File: config.mk
export PLATFORM = sky130hd
export DESIGN_NAME = c_string_escape_encoder_core
export DESIGN_NICKNAME = d
export VERILOG_FILES = /design/src/hw/rtl/cse_pkg.sv /design/src/hw/rtl/cse_front.sv /design/src/hw/rtl/cse_queue.sv /design/src/hw/rtl/cse_back.sv /design/src/hw/rtl/c_string_escape_encoder_core.sv
export SDC_FILE = /design/constraint.sdc
export NUM_CORES = 1
export LEC_CHECK = 0
export ABC_CLOCK_PERIOD_IN_PS = 2790
export BUFFER_PORTS_ARGS = -buffer_cell sky130_fd_sc_hd__buf_4
export CAP_MARGIN = 20
export CORE_ASPECT_RATIO = 0.9
export CORE_UTILIZATION = 30
export DETAILED_ROUTE_END_ITERATION = 8
export SLEW_MARGIN = 20
export SYNTH_ARGS = -nofsm -noshare
export SYNTH_HDL_FRONTEND = slang
export SYNTH_HIERARCHICAL = 1
export SYNTH_SLANG_ARGS = --single-unit
File: constraint.sdc
create_clock -name i_clk -period 2.79 [get_ports i_clk]
set_input_delay 0.1395 -clock i_clk [delete_from_list [all_inputs] [get_ports i_clk]]
set_output_delay 0.1395 -clock i_clk [all_outputs]
set_load 0.01 [all_outputs]
File: src/hw/rtl/cse_pkg.sv
`timescale 1ns / 1ps
// ----------------------------------------------------------------------------
// cse_pkg: shared types and constants for the C string escape encoder
// Holds the beat structures, the classified descriptor passed from the
// front end to the serializer, and the character helper functions.
// ----------------------------------------------------------------------------
package cse_pkg;

    localparam int unsigned QUEUE_DEPTH = 2;

    localparam logic [7:0] ESC_CHAR  = 8'h5c;
    localparam logic [7:0] CTRL_MAX  = 8'h1f;
    localparam logic [7:0] DEL_CHAR  = 8'h7f;
    localparam logic [7:0] CHAR_X    = 8'h78;
    localparam logic [3:0] NIBBLE_MASK = 4'hf;

    typedef struct packed {
        logic [7:0] in_byte;
        logic       end_of_string;
    } t_in_beat;

    typedef struct packed {
        logic [7:0] out_byte;
        logic       last_of_run;
    } t_out_beat;

    // How the serializer expands one descriptor.
    typedef enum logic [1:0] {
        KIND_NONE,
        KIND_PLAIN,
        KIND_SHORT,
        KIND_HEX
    } t_kind;

    // data holds the byte itself (plain), the escape letter (short) or the
    // raw control byte (hex).
    typedef struct packed {
        logic       rel_bs;
        t_kind      kind;
        logic [7:0] data;
    } t_desc;

    typedef struct packed {
        logic full;
        logic empty;
    } t_q_status;

    function automatic logic [7:0] short_letter(input logic [7:0] c);
        logic [7:0] r;
        unique case (c)
            8'h00:   r = 8'h30;  // '0'
            8'h07:   r = 8'h61;  // 'a'
            8'h08:   r = 8'h62;  // 'b'
            8'h09:   r = 8'h74;  // 't'
            8'h0a:   r = 8'h6e;  // 'n'
            8'h0b:   r = 8'h76;  // 'v'
            8'h0c:   r = 8'h66;  // 'f'
            8'h0d:   r = 8'h72;  // 'r'
            default: r = 8'h00;
        endcase
        return r;
    endfunction

    function automatic logic [7:0] hex_digit(input logic [3:0] v);
        logic [7:0] r;
        if (v < 4'd10) begin
            r = 8'h30 + {4'd0, v};
        end else begin
            r = 8'h57 + {4'd0, v};
        end
        return r;
    endfunction

    function automatic logic [2:0] kind_len(input t_kind k);
        logic [2:0] r;
        unique case (k)
            KIND_NONE:  r = 3'd0;
            KIND_PLAIN: r = 3'd1;
            KIND_SHORT: r = 3'd2;
            KIND_HEX:   r = 3'd4;
            default:    r = 3'd0;
        endcase
        return r;
    endfunction

endpackage

File: src/hw/rtl/cse_front.sv
`timescale 1ns / 1ps
// ----------------------------------------------------------------------------
// cse_front: input classifier
// Classifies each accepted byte, tracks the held backslash and pushes one
// descriptor per item that produces output.
// ----------------------------------------------------------------------------
module cse_front
    import cse_pkg::*;
(
    input  logic      i_clk,
    input  logic      i_rst_n,
    input  logic      i_in_valid,
    output logic      o_in_ready,
    input  t_in_beat  i_in_beat,
    input  t_q_status i_q_status,
    output logic      o_push,
    output t_desc     o_desc
);

    logic       r_pending;
    logic       n_pending;
    logic       accept;
    logic       is_ctrl;
    logic [7:0] c;
    logic [7:0] letter;
    t_desc      desc;

    assign c          = i_in_beat.in_byte;
    assign o_in_ready = !i_q_status.full;
    assign accept     = i_in_valid && o_in_ready;
    assign is_ctrl    = (c <= CTRL_MAX) || (c == DEL_CHAR);
    assign letter     = short_letter(c);

    always_comb begin
        desc.rel_bs = r_pending && !is_ctrl;
        desc.data   = c;
        if (c == ESC_CHAR) begin
            desc.kind = KIND_NONE;
        end else if (letter != 8'h00) begin
            desc.kind = KIND_SHORT;
            desc.data = letter;
        end else if (is_ctrl) begin
            desc.kind = KIND_HEX;
        end else begin
            desc.kind = KIND_PLAIN;
        end
    end

    // A backslash is held unless it closes the string; any other byte clears it.
    assign n_pending = (c == ESC_CHAR) ? !i_in_beat.end_of_string : 1'b0;

    always_ff @(posedge i_clk) begin
        if (!i_rst_n) begin
            r_pending <= 1'b0;
        end else if (accept) begin
            r_pending <= n_pending;
        end
    end

    assign o_push = accept && (desc.rel_bs || (desc.kind != KIND_NONE));
    assign o_desc = desc;

endmodule

File: src/hw/rtl/cse_queue.sv
`timescale 1ns / 1ps
// ----------------------------------------------------------------------------
// cse_queue: descriptor queue
// Small register queue between the classifier and the serializer.
// ----------------------------------------------------------------------------
module cse_queue
    import cse_pkg::*;
#(
    parameter int unsigned DEPTH = QUEUE_DEPTH
) (
    input  logic      i_clk,
    input  logic      i_rst_n,
    input  logic      i_push,
    input  t_desc     i_desc,
    input  logic      i_pop,
    output t_desc     o_head,
    output t_q_status o_status
);

    localparam int unsigned AW = (DEPTH > 1) ? $clog2(DEPTH) : 1;
    localparam int unsigned CW = $clog2(DEPTH + 1);
    localparam logic [AW-1:0] LAST_PTR = AW'(DEPTH - 1);
    localparam logic [CW-1:0] FULL_CNT = CW'(DEPTH);

    t_desc         r_mem [DEPTH];
    logic [AW-1:0] r_wr_ptr;
    logic [AW-1:0] r_rd_ptr;
    logic [CW-1:0] r_count;
    logic          do_push;
    logic          do_pop;

    assign o_status.full  = (r_count == FULL_CNT);
    assign o_status.empty = (r_count == '0);
    assign do_push = i_push && !o_status.full;
    assign do_pop  = i_pop && !o_status.empty;
    assign o_head  = r_mem[r_rd_ptr];

    always_ff @(posedge i_clk) begin
        if (do_push) begin
            r_mem[r_wr_ptr] <= i_desc;
        end
    end

    always_ff @(posedge i_clk) begin
        if (!i_rst_n) begin
            r_wr_ptr <= '0;
            r_rd_ptr <= '0;
            r_count  <= '0;
        end else begin
            if (do_push) begin
                r_wr_ptr <= (r_wr_ptr == LAST_PTR) ? '0 : r_wr_ptr + 1'b1;
            end
            if (do_pop) begin
                r_rd_ptr <= (r_rd_ptr == LAST_PTR) ? '0 : r_rd_ptr + 1'b1;
            end
            if (do_push && !do_pop) begin
                r_count <= r_count + 1'b1;
            end else if (do_pop && !do_push) begin
                r_count <= r_count - 1'b1;
            end
        end
    end

endmodule

File: src/hw/rtl/cse_back.sv
`timescale 1ns / 1ps
// ----------------------------------------------------------------------------
// cse_back: output serializer
// Expands the head descriptor into escaped bytes, one per cycle unless the
// output stalls, into a registered output stage.
// ----------------------------------------------------------------------------
module cse_back
    import cse_pkg::*;
(
    input  logic      i_clk,
    input  logic      i_rst_n,
    input  t_desc     i_head,
    input  t_q_status i_q_status,
    output logic      o_pop,
    output logic      o_out_valid,
    input  logic      i_out_ready,
    output t_out_beat o_out_beat
);

    logic [2:0] r_idx;
    logic       r_valid;
    t_out_beat  r_beat;
    logic [2:0] len;
    logic [2:0] k;
    logic [7:0] cur_byte;
    logic       is_last;
    logic       load;

    assign len     = {2'b00, i_head.rel_bs} + kind_len(i_head.kind);
    assign k       = r_idx - {2'b00, i_head.rel_bs};
    assign is_last = (r_idx == len - 3'd1);
    assign load    = !i_q_status.empty && (!r_valid || i_out_ready);
    assign o_pop   = load && is_last;

    always_comb begin
        cur_byte = ESC_CHAR;
        if (!(i_head.rel_bs && (r_idx == 3'd0))) begin
            case (i_head.kind)
                KIND_PLAIN: cur_byte = i_head.data;
                KIND_SHORT: cur_byte = (k == 3'd0) ? ESC_CHAR : i_head.data;
                KIND_HEX: begin
                    case (k)
                        3'd0:    cur_byte = ESC_CHAR;
                        3'd1:    cur_byte = CHAR_X;
                        3'd2:    cur_byte = hex_digit(i_head.data[7:4]);
                        default: cur_byte = hex_digit(i_head.data[3:0] & NIBBLE_MASK);
                    endcase
                end
                default:    cur_byte = ESC_CHAR;
            endcase
        end
    end

    always_ff @(posedge i_clk) begin
        if (!i_rst_n) begin
            r_idx   <= '0;
            r_valid <= 1'b0;
        end else begin
            if (load) begin
                r_valid <= 1'b1;
                r_idx   <= is_last ? 3'd0 : r_idx + 3'd1;
            end else if (i_out_ready) begin
                r_valid <= 1'b0;
            end
        end
    end

    always_ff @(posedge i_clk) begin
        if (load) begin
            r_beat.out_byte    <= cur_byte;
            r_beat.last_of_run <= is_last;
        end
    end

    assign o_out_valid = r_valid;
    assign o_out_beat  = r_beat;

endmodule

File: src/hw/rtl/c_string_escape_encoder_core.sv
`timescale 1ns / 1ps
// ----------------------------------------------------------------------------
// c_string_escape_encoder_core: streaming C-style string escaper
// Turns raw string bytes into escaped text: short escapes for the common
// control codes, hex escapes for the rest and DEL, and a backslash that is
// held one beat and kept only when a printable byte follows it.
// ----------------------------------------------------------------------------
//
//  Channel | Handshake                  | Payload     | Beat carries
//  --------+----------------------------+-------------+-------------------------
//  in      | i_in_valid / o_in_ready    | i_in_beat   | one raw byte, end flag
//  out     | o_out_valid / i_out_ready  | o_out_beat  | one escaped byte, last
//
// The serializer emits one byte per cycle unless the output stalls; an item
// produces 1 byte for a plain byte, 2 for a short escape, 4 for a hex escape,
// plus 1 when a held backslash is released ahead of it. Items that produce
// nothing are consumed at the input and never reach the serializer.
// Reset is synchronous and active low; it clears the held backslash, the
// queue pointers and the output valid. Input stalls only when the descriptor
// queue is full; the output register lets a beat wait without blocking input.
//
module c_string_escape_encoder_core
    import cse_pkg::*;
#(
    parameter int unsigned QDEPTH = QUEUE_DEPTH
) (
    input  logic      i_clk,
    input  logic      i_rst_n,
    input  logic      i_in_valid,
    output logic      o_in_ready,
    input  t_in_beat  i_in_beat,
    output logic      o_out_valid,
    input  logic      i_out_ready,
    output t_out_beat o_out_beat
);

    // Descriptor handed from the classifier to the queue.
    t_desc     push_desc;
    logic      push;
    // Head of the queue as seen by the serializer.
    t_desc     head_desc;
    logic      pop;
    t_q_status q_status;

    // Front end: classifies every accepted beat and keeps the held backslash.
    cse_front u_front (
        .i_clk      (i_clk),
        .i_rst_n    (i_rst_n),
        .i_in_valid (i_in_valid),
        .o_in_ready (o_in_ready),
        .i_in_beat  (i_in_beat),
        .i_q_status (q_status),
        .o_push     (push),
        .o_desc     (push_desc)
    );

    // Queue lets the front keep accepting while a long escape drains.
    cse_queue #(
        .DEPTH (QDEPTH)
    ) u_queue (
        .i_clk    (i_clk),
        .i_rst_n  (i_rst_n),
        .i_push   (push),
        .i_desc   (push_desc),
        .i_pop    (pop),
        .o_head   (head_desc),
        .o_status (q_status)
    );

    // Back end: expands one descriptor into its bytes, one beat per cycle unless the output stalls.
    cse_back u_back (
        .i_clk       (i_clk),
        .i_rst_n     (i_rst_n),
        .i_head      (head_desc),
        .i_q_status  (q_status),
        .o_pop       (pop),
        .o_out_valid (o_out_valid),
        .i_out_ready (i_out_ready),
        .o_out_beat  (o_out_beat)
    );

endmodule

==> qor.yml <==
outcome: "finished, final reports clean"
crit_path_max_incr_delay_ps: 370
clkPwrFrac_pct: 14.7
drt-wirelength-per-cell_um: 13.5
cp_common_cell: "ha_4"
cp_cell_sequence: "mux2_4 -> inv_4 -> nand2_2 -> ha_4 -> ha_4 -> xor2_2 -> nand2_2 -> nor4_4 -> o21ai_2 -> ha_4 -> xor2_1 -> or3_1 -> a21boi_1"
nNetsFinal: 271
grt_pass1_vias: 1554
drc_errors: 0
drt-initial-drc-count: 76
grt_first_pass_wirelength_mm: 7.62
grt_overflow: 0
vias_per_cell: 5.01
die_y_um: 86.6
preCtsSetupSlack_ps: -1.83
start_util_pct: 31.3
antenna_left: 0
antennaDiodeCount: 0
postPlaceCellArea_um2: 2680
post-dp-hpwl_mm: 3.36
met3_length_um: 176
routed_wl_mm: 4.66
fp.dieArea_um2: 8310
path_clk_slew_ps: 80
fin_crit_ps: 2640
required_ps: 3020
critPathMaxFanout: 4
p_sw_w: 0.000996
num_rows: 30
peakVddDrop_v: 0.000340
dr.max_layer_used: "met4"
finalSetupViolCount: 0
fmax_ghz: 0.378
p_per_area_nw_per_um2: 912
fin_crit_sh_pct: 94.7
ys_ff_latch: 41
grt_max_degree: 14
total_power_w: 0.00261
endpoint_kind: "flop"
hold_viol_final: 0
drtPass1Iterations: 4
ys_async_sr_fraction_pct: 0
ys_types: 57
path_class: "flop to flop"
h-tree-depth: 2
die_w_um: 96.0
cts_hold_buf: 0
ys_seq_area_share_pct: 47.5
num_vias: 1735
hold_class: "primary input to flop"
root_buffer: "clkbuf_8"
final.setup.worst_slack_ps: 147
cts_buffers: 5
ios: 24
antenna_found_initial: 0
wl_met1_mm: 2.43
clk_latency_ps: 290
pwr-share-comb_pct: 49.0
hold_start: "i_in_beat[8]"
syn_to_final_growth_pct: 20.1
slew_headroom_pct: 45.0
synthCells: 220
internal_power_w: 0.00162
track_usage_pct: 12.1
p_seq_share_pct: 36.3
start_kind: "flop"
p_leak_nw: 1.08
synth_edf_count: 31
drive_gt1_share_pct: 28.0
path_buf_inv: 1
clock-sinks: 41
critPathSlowestCell: "dfxtp_4"
wl_met2_mm: 1.98
coreArea_um2: 7620
rsz0062_at_grt: "false"
synth_nets: 242
maxCapViolCount: 0
clock_skew_ps: 4.50
cts_tree: "yes"
final_area_um2: 2860
sw_frac_of_total_pct: 38.1
portBuffers: 23
fin_util_pct: 37.6
syn_area_um2: 2380
crit_arrival_ps: 2870
routabilityCongestion: 0.810
clockBufferDepth: 2
syn_avg_cell_area_um2: 10.8
crit_family: "simple AND/OR/NAND/NOR gates"
whs_ps: 86.3
slew_violations: 0
ys.flop_type: "edfxtp_1"
worst_slew_pin_slew_ps: 822
yosys_warnings: 6
power by group through the flow:
stage / Sequential [W] / Combinational [W] / Clock [W]
floorplan: 0.000987 / 0.000810 / 0
global placement: 0.000956 / 0.00117 / 0
detailed placement: 0.000960 / 0.00119 / 0
CTS: 0.000946 / 0.00120 / 0.000398
global route: 0.000968 / 0.00141 / 0.000424
finish: 0.000948 / 0.00128 / 0.000383
flip-flops by register name, summed over array words and instances (netlist names), named ones only:
name,cells
u_queue/r_mem,22
u_queue/r_count,2
u_front/r_pending,1
u_back/r_idx,3
u_back/o_out_valid,1
u_back/o_out_beat,9
u_queue/r_wr_ptr,1
u_queue/r_rd_ptr,1
worst paths after layout:
path / depth (start not counted) / to / slack [ps]
setup / recovery: 13 / u_queue/r_count[1] / 150
hold reg to reg: 1 / u_front/r_pending / 530
hold / removal: 1 / u_queue/r_mem[0][7] / 90
setup reg to reg: 13 / u_queue/r_count[1] / 150
metal layers:
layer  GRT usage, %  vias to the layer above
met5              0                        -
met1           17.8                      814
met2           17.1                       37
met3           2.63                        8
li1               -                      876
met4           4.48                        0
metrics by stage:
step	setup TNS (ps)	cells
final	0	346
after global routing	0	346
after CTS	0	344
after detailed placement	-1.83	335
after global placement	0	335
after floorplan	0	220
area by class of cell:
type	count	area [um2]
clock buffers	6	72.6
clock inverters	2	15.0
fillers	752	4760
inverters	16	62.6
multi-input cells	154	1220
flip-flops and latches	41	1130
well taps	96	120
repair buffers	31	233
Yosys cell counts, drive strengths merged, types with 2 or more instances:
cell type  number  area (um2)
edfxtp         31         931
nand2          11        41.3
clkbuf          4        15.0
xnor2           8        77.6
o311ai          3        26.3
and2            3        18.8
and3            6        37.5
mux2           11         124
a32oi           2        17.5
nor2b           2        12.5
nor3b           3        27.5
buf             5        36.3
a32o            3        30.0
nor4            3        33.8
a31oi           4        25.0
ha              9         113
inv            16        60.1
xor2            5        43.8
dfxtp          10         200
and4b           2        20.0
nand3           7        35.0
nand2b          7        43.8
nor2           14        52.6
a21oi          10        50.1
o21ai          10        53.8
nor3            2        15.0
a211o           2        17.5
a22o            2        17.5
a21boi          4        30.0
o21a            2        15.0
a21o            2        15.0
or3             3        18.8
what timing repair did:
item	CTS	global route
setup endpoints to repair	1	2
pin swaps	0	1
setup buffers	1	2
resized for setup	0	10
cells in the final DEF (no fill, tap or decap), drive strengths merged, types with 2 or more instances in the layout:
cell type	synthesis	layout
o311ai	3	3
a32oi	2	2
and2	3	3
or3	3	3
xnor2	8	8
nor2	14	14
o21a	2	2
clkinvlp	0	2
buf	5	31
and3	6	6
nor4	3	3
a21boi	4	4
xor2	5	5
and4b	2	2
mux2	11	11
ha	9	9
nand2b	7	7
edfxtp	31	31
clkbuf	4	6
nand2	11	11
o21ai	10	10
inv	16	16
a21o	2	2
a211o	2	2
a22o	2	2
a21oi	10	10
nand3	7	7
nor2b	2	2
a31oi	4	4
nor3b	3	3
dfxtp	10	10
nor3	2	2
a32o	3	3
cells by family (layout without fill, tap and decap cells):
family / Yosys count / count (layout) / share of synthesized area (%)
compound gates: 55 / 55 / 16.9
xor+xnor: 13 / 13 / 5.09
fa+ha+maj: 9 / 9 / 4.72
buf+inv: 25 / 55 / 4.67
flops: 41 / 41 / 47.5
mux: 11 / 11 / 5.20
simple gates: 66 / 66 / 16.0
No activity file was read; power rests on OpenSTA's default activity.
